File: src/hw/rtl/olir_pkg.sv
`timescale 1ns / 1ps
// ----------------------------------------------------------------------------
// olir_pkg
// Shared types and codes for the ordered list with insert and remove.
// ----------------------------------------------------------------------------
package olir_pkg;

    localparam int DATA_W    = 32;
    localparam int POS_W     = 5;
    localparam int LEN_W     = 5;
    localparam int CMD_W     = 2;
    localparam int STATUS_W  = 2;
    localparam int DEF_DEPTH = 16;
    localparam int MAX_DEPTH = 256;
    // wide enough for any index or length up to MAX_DEPTH
    localparam int IDX_W     = $clog2(MAX_DEPTH + 1);

    localparam int S_TDATA_W = ((DATA_W + POS_W + 7) / 8) * 8;
    localparam int S_TUSER_W = CMD_W;
    localparam int M_TDATA_W = ((DATA_W + LEN_W + STATUS_W + 7) / 8) * 8;

    typedef enum logic [CMD_W-1:0] {
        CMD_APPEND      = 2'd0,
        CMD_REMOVE_LAST = 2'd1,
        CMD_INSERT      = 2'd2,
        CMD_REMOVE_AT   = 2'd3
    } cmd_t;

    typedef enum logic [STATUS_W-1:0] {
        ST_OK    = 2'd0,
        ST_FULL  = 2'd1,
        ST_EMPTY = 2'd2,
        ST_RANGE = 2'd3
    } status_t;

    typedef enum logic [1:0] {
        OP_HOLD,
        OP_INSERT,
        OP_REMOVE
    } cell_op_t;

    // broadcast to every cell of the chain
    typedef struct packed {
        cell_op_t                  op;
        logic [IDX_W-1:0]          target;
        logic signed [DATA_W-1:0]  word;
    } cell_ctrl_t;

endpackage

File: src/hw/rtl/olir_cell.sv
`timescale 1ns / 1ps
// ----------------------------------------------------------------------------
// olir_cell
// One list slot: holds a word, takes the word of a neighbour on a shift,
// and offers its word when it is the slot being removed.
// ----------------------------------------------------------------------------
module olir_cell #(
    parameter int INDEX = 0
) (
    input  logic                                  aclk,
    input  olir_pkg::cell_ctrl_t                  ctrl,
    input  logic signed [olir_pkg::DATA_W-1:0]    left_value,
    input  logic signed [olir_pkg::DATA_W-1:0]    right_value,
    output logic signed [olir_pkg::DATA_W-1:0]    value,
    output logic signed [olir_pkg::DATA_W-1:0]    removed_part
);
    import olir_pkg::*;

    localparam logic [IDX_W-1:0] MY_IDX = IDX_W'(INDEX);

    logic signed [DATA_W-1:0] value_reg;
    logic signed [DATA_W-1:0] value_next;

    always_comb begin
        value_next = value_reg;
        case (ctrl.op)
            OP_INSERT: begin
                if (MY_IDX == ctrl.target) begin
                    value_next = ctrl.word;
                end else if (MY_IDX > ctrl.target) begin
                    value_next = left_value;
                end
            end
            OP_REMOVE: begin
                if (MY_IDX >= ctrl.target) begin
                    value_next = right_value;
                end
            end
            default: value_next = value_reg;
        endcase
    end

    always_ff @(posedge aclk) begin
        value_reg <= value_next;
    end

    assign value        = value_reg;
    // zero unless this slot is the one taken out, so the parts can be ORed
    assign removed_part = (ctrl.op == OP_REMOVE && MY_IDX == ctrl.target) ?
                          value_reg : '0;

endmodule

File: src/hw/rtl/ordered_list_insert_remove.sv
`timescale 1ns / 1ps
// ----------------------------------------------------------------------------
// ordered_list_insert_remove
// Bounded ordered list of signed words with append, remove last, insert and
// remove at a position.
// ----------------------------------------------------------------------------
// The list is a chain of DEPTH cells; an insert or a remove moves every later
// entry one cell in the same cycle. The result is offered in the cycle after
// the command transfer. A new command can be accepted in any cycle in which
// the output register is empty or its result is being taken; a result left
// waiting holds the input until it is taken. Each command gives one result
// transfer with the removed word, the new length (low five bits) and a status;
// a failed command leaves the list unchanged. No clearing pass is needed after
// reset: only the entry count and the output valid flag are cleared.
module ordered_list_insert_remove #(
    parameter int DEPTH = olir_pkg::DEF_DEPTH
) (
    input  logic                              aclk,
    input  logic                              aresetn,
    input  logic                              s_tvalid,
    output logic                              s_tready,
    // data_value [31:0], position [36:32], zero pad [39:37]
    input  logic [olir_pkg::S_TDATA_W-1:0]    s_tdata,
    // command [1:0]
    input  logic [olir_pkg::S_TUSER_W-1:0]    s_tuser,
    output logic                              m_tvalid,
    input  logic                              m_tready,
    // removed_value [31:0], length [36:32], status [38:37], zero pad [39]
    output logic [olir_pkg::M_TDATA_W-1:0]    m_tdata
);
    import olir_pkg::*;

    localparam int CNT_W = $clog2(DEPTH + 1);
    localparam logic [IDX_W-1:0] DEPTH_IDX = IDX_W'(DEPTH);

    logic [CNT_W-1:0]         count_reg;
    logic [CNT_W-1:0]         count_next;
    logic                     m_valid_reg;
    logic signed [DATA_W-1:0] m_removed_reg;
    logic [LEN_W-1:0]         m_length_reg;
    status_t                  m_status_reg;

    logic                     s_fire;
    cmd_t                     cmd;
    logic signed [DATA_W-1:0] word;
    logic [IDX_W-1:0]         pos_ext;
    logic [IDX_W-1:0]         cnt_ext;
    logic [IDX_W-1:0]         cnt_next_ext;
    status_t                  status;
    cell_ctrl_t               ctrl;
    logic signed [DATA_W-1:0] removed;

    logic signed [DATA_W-1:0] cell_value [DEPTH];
    logic signed [DATA_W-1:0] cell_part  [DEPTH];

    assign s_tready = !m_valid_reg || m_tready;
    assign s_fire   = s_tvalid && s_tready;
    assign cmd      = cmd_t'(s_tuser[CMD_W-1:0]);
    assign word     = s_tdata[DATA_W-1:0];
    assign pos_ext  = IDX_W'(s_tdata[DATA_W +: POS_W]);
    assign cnt_ext  = IDX_W'(count_reg);

    always_comb begin
        status      = ST_OK;
        ctrl.op     = OP_HOLD;
        ctrl.target = pos_ext;
        ctrl.word   = word;
        case (cmd)
            CMD_APPEND: begin
                ctrl.target = cnt_ext;
                if (cnt_ext >= DEPTH_IDX) begin
                    status = ST_FULL;
                end else begin
                    ctrl.op = OP_INSERT;
                end
            end
            CMD_REMOVE_LAST: begin
                ctrl.target = cnt_ext - IDX_W'(1);
                if (cnt_ext == '0) begin
                    status = ST_EMPTY;
                end else begin
                    ctrl.op = OP_REMOVE;
                end
            end
            CMD_INSERT: begin
                if (cnt_ext >= DEPTH_IDX) begin
                    status = ST_FULL;
                end else if (pos_ext > cnt_ext) begin
                    status = ST_RANGE;
                end else begin
                    ctrl.op = OP_INSERT;
                end
            end
            CMD_REMOVE_AT: begin
                if (cnt_ext == '0) begin
                    status = ST_EMPTY;
                end else if (pos_ext >= cnt_ext) begin
                    status = ST_RANGE;
                end else begin
                    ctrl.op = OP_REMOVE;
                end
            end
            default: status = ST_OK;
        endcase
        // no shift unless the command is actually transferred
        if (!s_fire) begin
            ctrl.op = OP_HOLD;
        end
    end

    always_comb begin
        count_next = count_reg;
        case (ctrl.op)
            OP_INSERT: count_next = count_reg + CNT_W'(1);
            OP_REMOVE: count_next = count_reg - CNT_W'(1);
            default:   count_next = count_reg;
        endcase
    end

    assign cnt_next_ext = IDX_W'(count_next);

    genvar gi;
    generate
        for (gi = 0; gi < DEPTH; gi++) begin : g_cell
            logic signed [DATA_W-1:0] left_w;
            logic signed [DATA_W-1:0] right_w;
            if (gi == 0) begin : g_first
                assign left_w = cell_value[gi];
            end else begin : g_mid_l
                assign left_w = cell_value[gi-1];
            end
            if (gi == DEPTH - 1) begin : g_last
                assign right_w = cell_value[gi];
            end else begin : g_mid_r
                assign right_w = cell_value[gi+1];
            end
            olir_cell #(
                .INDEX (gi)
            ) u_cell (
                .aclk         (aclk),
                .ctrl         (ctrl),
                .left_value   (left_w),
                .right_value  (right_w),
                .value        (cell_value[gi]),
                .removed_part (cell_part[gi])
            );
        end
    endgenerate

    // at most one cell offers a non-zero part
    always_comb begin
        removed = '0;
        for (int i = 0; i < DEPTH; i++) begin
            removed = removed | cell_part[i];
        end
    end

    always_ff @(posedge aclk) begin
        if (!aresetn) begin
            count_reg   <= '0;
            m_valid_reg <= 1'b0;
        end else begin
            count_reg <= count_next;
            if (s_fire) begin
                m_valid_reg <= 1'b1;
            end else if (m_tready) begin
                m_valid_reg <= 1'b0;
            end
        end
    end

    always_ff @(posedge aclk) begin
        if (s_fire) begin
            m_removed_reg <= removed;
            m_length_reg  <= cnt_next_ext[LEN_W-1:0];
            m_status_reg  <= status;
        end
    end

    assign m_tvalid = m_valid_reg;
    assign m_tdata  = M_TDATA_W'({m_status_reg, m_length_reg, m_removed_reg});

    // ------------------------------------------------------------------------
    // assertions
    // ------------------------------------------------------------------------
    a_count_bound: assert property (@(posedge aclk) disable iff (!aresetn)
        IDX_W'(count_reg) <= DEPTH_IDX)
        else $error("entry count above depth");

    a_fail_holds: assert property (@(posedge aclk) disable iff (!aresetn)
        (s_fire && status != ST_OK) |=> $stable(count_reg))
        else $error("failed command changed the length");

    a_empty_result: assert property (@(posedge aclk) disable iff (!aresetn)
        (m_valid_reg && m_status_reg == ST_EMPTY) |->
        (m_length_reg == '0 && m_removed_reg == '0))
        else $error("empty status with non-zero length or word");

    a_full_result: assert property (@(posedge aclk) disable iff (!aresetn)
        (m_valid_reg && m_status_reg == ST_FULL) |->
        (m_length_reg == DEPTH_IDX[LEN_W-1:0]))
        else $error("full status without a full list");

    a_ready_free: assert property (@(posedge aclk) disable iff (!aresetn)
        !m_valid_reg |-> s_tready)
        else $error("input stalled with empty output register");

endmodule

File: config.mk
export PLATFORM = sky130hd
export DESIGN_NAME = ordered_list_insert_remove
export DESIGN_NICKNAME = d
export VERILOG_FILES = /design/src/hw/rtl/olir_pkg.sv /design/src/hw/rtl/olir_cell.sv /design/src/hw/rtl/ordered_list_insert_remove.sv
export SDC_FILE = /design/constraint.sdc
export NUM_CORES = 2
export LEC_CHECK = 0
export ABC_AREA = 0
export CORE_MARGIN = 10
export CORE_UTILIZATION = 50
export CTS_CLUSTER_SIZE = 24
export DETAILED_ROUTE_END_ITERATION = 8
export DONT_BUFFER_PORTS = 1
export GPL_TIMING_DRIVEN = 0
export SYNTH_ARGS = -nofsm -noshare
export SYNTH_HDL_FRONTEND = slang
export SYNTH_HIERARCHICAL = 1
export SYNTH_SLANG_ARGS = --single-unit
export TNS_END_PERCENT = 5
File: constraint.sdc
create_clock -name aclk -period 13.4 [get_ports aclk]
set_input_delay 1.34 -clock aclk [delete_from_list [all_inputs] [get_ports aclk]]
set_output_delay 1.34 -clock aclk [all_outputs]
set_load 0.005 [all_outputs]
After elaboration in Yosys (flattened, before gate mapping):

Cells that the tools add are included.

* register bits after elaboration: 557
* bits in latches: 0
* bits in writable memories: 0
* bits in read-only memories: 0
* output and inout port bits: 42
* logic and storage cells: 259
* memories: 0

* add/sub/neg operators: 3
* $mul: 0
* div/mod/pow operators: 0
* order comparisons: 33
* eq/ne operators: 50
* shift-type cells: 0
* mux-type cells: 96
* bitwise operators: 15
* reductions and logical operators: 41

Operators with widths (number)
* 32-bit 2-to-1 mux: 62
* 32-bit case mux with 2 select lines: 15
* 32-bit bitwise OR: 15
* 4-bit by 9-bit equality test with 1-bit output (first input constant): 8
* 4-bit by 9-bit greater-than comparator with 1-bit output (first input constant): 8
* 4-bit by 9-bit greater-or-equal comparator with 1-bit output (first input constant): 7
* 3-bit AND reduction: 15
* 3-bit by 1-bit inequality test with 1-bit output (second input constant): 14
* 3-bit by 9-bit equality test with 1-bit output (first input constant): 4
* 3-bit by 9-bit greater-or-equal comparator with 1-bit output (first input constant): 4
* 3-bit by 9-bit greater-than comparator with 1-bit output (first input constant): 4
* 2-bit by 1-bit inequality test with 1-bit output (second input constant): 16
* 2-bit by 9-bit equality test with 1-bit output (first input constant): 2
* 1-bit by 9-bit greater-or-equal comparator with 1-bit output (first input constant): 2
* 2-bit by 9-bit greater-or-equal comparator with 1-bit output (first input constant): 2
* 2-bit by 9-bit greater-than comparator with 1-bit output (first input constant): 2
* 9-bit logical NOT: 2
* 2-bit 2-to-1 mux: 9
* 9-bit case mux with 2 select lines: 1
* 1-bit logical AND: 17
* 2-bit case mux with 4 select lines: 2
* 5-bit case mux with 2 select lines: 1
* 1-bit by 9-bit equality test with 1-bit output (first input constant): 1
* 1-bit by 9-bit greater-than comparator with 1-bit output (first input constant): 1
* 14 further kinds: 24

Longest topological paths before layout:

* depth after elaboration: 23
* depth in mapped cells: 14
* depth with buffers taken out: 12

Modules after synthesis:

Netlist, hierarchy kept.

By module, submodules not included
* ordered_list_insert_remove: instances 1, cells an instance 306, area an instance 2984.1 um^2, seq. area each 1291.2 um^2
* olir_cell at g_cell[9].u_cell: instances 1, cells an instance 234, area an instance 2230.9 um^2, seq. area each 960.9 um^2
* olir_cell at g_cell[10].u_cell: instances 1, cells an instance 234, area an instance 2225.9 um^2, seq. area each 960.9 um^2
* olir_cell at g_cell[12].u_cell: instances 1, cells an instance 234, area an instance 2224.6 um^2, seq. area each 960.9 um^2
* olir_cell at g_cell[14].u_cell: instances 1, cells an instance 233, area an instance 2207.1 um^2, seq. area each 960.9 um^2
* olir_cell at g_cell[13].u_cell: instances 1, cells an instance 232, area an instance 2204.6 um^2, seq. area each 960.9 um^2
* olir_cell at g_cell[11].u_cell: instances 1, cells an instance 231, area an instance 2202.1 um^2, seq. area each 960.9 um^2
* olir_cell at g_cell[1].u_cell: instances 1, cells an instance 147, area an instance 2164.6 um^2, seq. area each 960.9 um^2
* olir_cell at g_cell[2].u_cell: instances 1, cells an instance 148, area an instance 2162.1 um^2, seq. area each 960.9 um^2
* olir_cell at g_cell[3].u_cell: instances 1, cells an instance 148, area an instance 2158.3 um^2, seq. area each 960.9 um^2
* olir_cell at g_cell[4].u_cell: instances 1, cells an instance 235, area an instance 2152.1 um^2, seq. area each 960.9 um^2
* olir_cell at g_cell[15].u_cell: instances 1, cells an instance 232, area an instance 2135.8 um^2, seq. area each 960.9 um^2
* olir_cell at g_cell[6].u_cell: instances 1, cells an instance 234, area an instance 2133.3 um^2, seq. area each 960.9 um^2
* olir_cell at g_cell[8].u_cell: instances 1, cells an instance 234, area an instance 2130.8 um^2, seq. area each 960.9 um^2
* 3 more rows

Least setup slack after synthesis:

Ideal clock, no wire load.

* path type: input to register
* from: input port s_tuser[0] (netlist bit)
* to: register g_cell[6].u_cell.value_reg[0] (enable)
* library setup time: 0.697 ns
* arrival time: 10.846 ns
* data required time: 12.703 ns
* slack: 1.858 ns
* stages on the path: 6
* buffers on the path: 1
* cell sequence: or3b_1 nor3b_1 nor4_1 clkbuf_1 nand2_1 a311oi_1

RTL lines
* from (decl): RTL line ordered_list_insert_remove.sv:25 `input logic [olir_pkg::S_TUSER_W-1:0] s_tuser,`
* to (signal assigned): RTL line olir_cell.sv:44 `value_reg <= value_next;`
* to (decl): RTL line olir_cell.sv:21 `logic signed [DATA_W-1:0] value_reg;`

==> results.py <==
metrics = {
    "final_layout": {
        "layout-drive-gt1-share_pct": 12.4,
        "n_fill_cell": 6545,
        "regArea_sq_um": 16700,
        "final_design_area_no_fill_sq_um": 42100,
        "flip_flop_count_of_the_largest_register_all_copies_and_words_added": 512,
        "finalNetCount": 3972,
        "postLayoutCoreUtil_pct": 56.5,
        "antenna_cells_inserted": 0,
        "area_growth_pct": 11.7,
        "layout.cells.most_common_list": "551 x edfxtp_1, 517 x and2_1, 427 x nor2_1",
        "total_area_of_multi_input_combinational_cells_sq_um": 19300,
        "final_common_cell": "edfxtp_1",
    },
    "yosys": {
        "mappedNetlistArea_sq_um": 37700,
        "synthesis.yosys.warnings": 6,
        "synth.yosys.seq_area_share_pct": 44.2,
        "synth_cell_type_count": 66,
        "synthesis.instances": 3781,
        "synthesized_area_per_cell_sq_um": 9.97,
        "synth-async-reset-ratio_pct": 0,
        "synth_top_flop_cell": "edfxtp_1",
        "synth.ff_latch_count": 557,
        "synthesis.nets": 3839,
        "synth-edff-count": 551,
    },
    "grt": {
        "grt_pass1_vias": 32234,
        "pin_count_of_the_biggest_net_entering_global_routing": 37,
        "grt_antenna_before_repair": 2,
        "grt_first_pass_wirelength_mm": 208,
        "overflow": 0,
        "globalRouteTotalUtil_pct": 31.5,
    },
    "clocking": {
        "cts_hold_buffers": 0,
        "clock_path_buffers": 3,
        "tritoncts.num_buffers": 69,
        "clock_tree_from_tritoncts": "yes",
        "worst_setup_hold_path_clk_slew_ns": 0.06,
        "clockRootBuffer": "clkbuf_16",
        "worstSkewPairLatency_ns": 0.63,
        "cts_sinks": 557,
        "cts.htree.levels": 3,
        "post_cts_buffers": 0,
        "post_cts.resized_instances": 0,
    },
    "place": {
        "gp_routability_congestion": 0.984,
        "io_buffers": 0,
        "post-place-ws_ns": 7.09,
        "dpl_cell_area_sq_um": 39900,
        "hpwlAfterDp_mm": 113,
    },
    "setup_path": {
        "worst_setup_path_end_kind": "register",
        "path_common_cell": "buf_6",
        "path_cells": "or3b_1, nor3b_2, buf_6, buf_6, buf_6, buf_6, buf_6, or2_2, clkbuf_1, nor4_4, clkbuf_2, and2_1, nor4_1, nand4_1",
        "timing.critical_path.fanout_max": 20,
        "criticalPathCategory": "in2reg",
        "startpoint_type": "primary input",
        "worstPathArrival_ns": 6.17,
        "critPathSlowestCell": "nor4_1",
        "cp_slowest_stage_delay_ns": 0.84,
        "worst_ep_required_time_ns": 13.60,
    },
    "drt": {
        "drt_wl_total_mm": 141,
        "detail_route.vias_per_cell": 6.89,
        "route.vias.total": 34017,
        "drt_first_pass_iters": 8,
        "detail_route.drc_violations": 0,
        "count_of_nets_left_with_antenna_violations_after_detail_routing": 0,
        "wl_per_cell_microns": 28.6,
        "detail_route.iter0.violations": 4532,
    },
    "timing": {
        "timing.clock.skew_ns": 0.0368,
        "headroom_to_the_max_slew_limit_pct": 1.44,
        "postLayoutSetupSlackWorst_ns": 7.43,
        "finalSetupViolCount": 0,
        "rsz0062_at_grt": "false",
        "share_of_the_clock_period_used_by_the_worst_path_after_layout_pct": 44.5,
        "period_needed_ns": 5.97,
        "worst_margin_pin_slew_ns": 1.46,
        "top_achievable_clock_speed_mhz": 168,
        "timing.final.hold_violations": 0,
        "report.final.slew_viol_count": 0,
        "totalNegativeSetupSlack_ns": 0,
    },
    "pwr": {
        "p_switching_mw": 1.33,
        "power_mw": 4.57,
        "cell_internal_pwr_mw": 3.24,
        "power.share.switching_pct": 29.1,
        "total_leakage_power_nw": 13.7,
        "peakVddDrop_uv": 87.4,
        "clock_power_share_pct": 41.0,
        "power.share.sequential_pct": 43.6,
        "share_comb_of_total_power_pct": 15.4,
        "power.density_cell_area_nw_per_um2": 109,
    },
    "die": {
        "initial_core_util_pct": 50.5,
        "fp-row-count": 100,
        "die_height_microns": 295,
        "die_outline_area_sq_um": 86800,
        "placeableCoreArea_sq_um": 74600,
        "ios": 88,
        "die_w_microns": 295,
    },
    "status": {
        "run_status": "finished, violations left",
        "violated_checks": "max-capacitance violations",
    },
    "worst_hold_path": {
        "holdCritPathClass": "reg2reg",
    },
    "job": {
        "maxCapViolCount": 1,
    },
}
## critical path: cells and delay by family
kind                   cells  cell delay (ns)
AND/OR/NAND/NOR            7             3.05
buffers and inverters      7             1.75
## layout make-up
class | instances | share of cell area [%]
plain buffers | 441 | 4.51
clock buffers | 79 | 4.34
clock inverters | 45 | 0.909
inverters | 11 | 0.0981
multi-input cells | 2772 | 45.9
flip-flops and latches | 557 | 39.6
well taps | 969 | 2.88
repair buffers | 62 | 1.81
## synth_stat cells (all sizes together), types with 3 or more instances
cell	instances	area, sq um
and4	4	36.3
a31oi	417	2610
nor4	162	1270
nand4	261	1680
nand3b	3	22.5
and3	3	18.8
a21o	4	30.0
nor2b	6	37.5
nor3b	3	22.5
nor2	427	1600
and2	517	3230
or2	6	37.5
nand4b	195	1710
o31ai	417	3130
edfxtp	551	16500
a2111oi	3	32.5
o21ai	10	50.0
nand2b	23	144
nand2	22	82.6
nand3	5	25.0
nor4bb	3	30.0
and4b	3	30.0
xnor2	15	131
nand4bb	3	33.8
nor3	11	65.1
buf	83	507
clkbuf	358	1390
or4	13	105
a21oi	5	25.0
inv	11	41.3
ha	11	138
xor2	4	35.0
dfxtp	6	120
mux2	193	2510
## power by group through the flow
stage	combinational, mW	clock (mW)	sequential [mW]
finish	0.703	1.88	1.99
global route	0.738	1.97	2.00
CTS	0.661	1.91	1.99
detailed placement	0.658	0	2.03
global placement	0.610	0	2.04
floorplan	0.437	0	2.01
## final timing paths
kind	startpoint	end	slack [ns]	depth (start not counted)
hold reg to reg	m_tvalid	m_tvalid	0.61	2
setup / recovery	s_tuser[0]	m_removed_reg[18]	7.43	14
hold / removal	m_tvalid	m_tvalid	0.61	2
setup reg to reg	count_reg[4]	m_removed_reg[18]	7.69	15
## kinds of logic after synthesis
logic type,count (synthesis),synth area share (%)
adder cells (fa/ha/maj),12,0.418
XOR/XNOR,19,0.442
flip-flops,557,44.2
buffers and inverters,452,5.15
multiplexers,195,6.72
AO/OA/AOI/OAI,867,15.8
AND/OR/NAND/NOR,1678,27.2
other,1,0.00995
## per-layer routing
layer  vias to the layer above  share of wire (%)  GRT usage, %  wire [microns]
met5                         -                  0             0               0
li1                      15178                  -             -               -
met3                       327                9.8          6.37           13800
met1                     16520                 42          43.4           59500
met2                      1992                 43          46.0           60000
met4                         0                5.6          16.6            7870
## through the flow
step                cells  hold WS [ns]
detailed placement   4812         0.626
finish               4936         0.613
CTS                  4936         0.632
floorplan            3781         0.545
global route         4936         0.658
global placement     4750         0.607
Note: power is estimated with default switching activity, not from simulation.
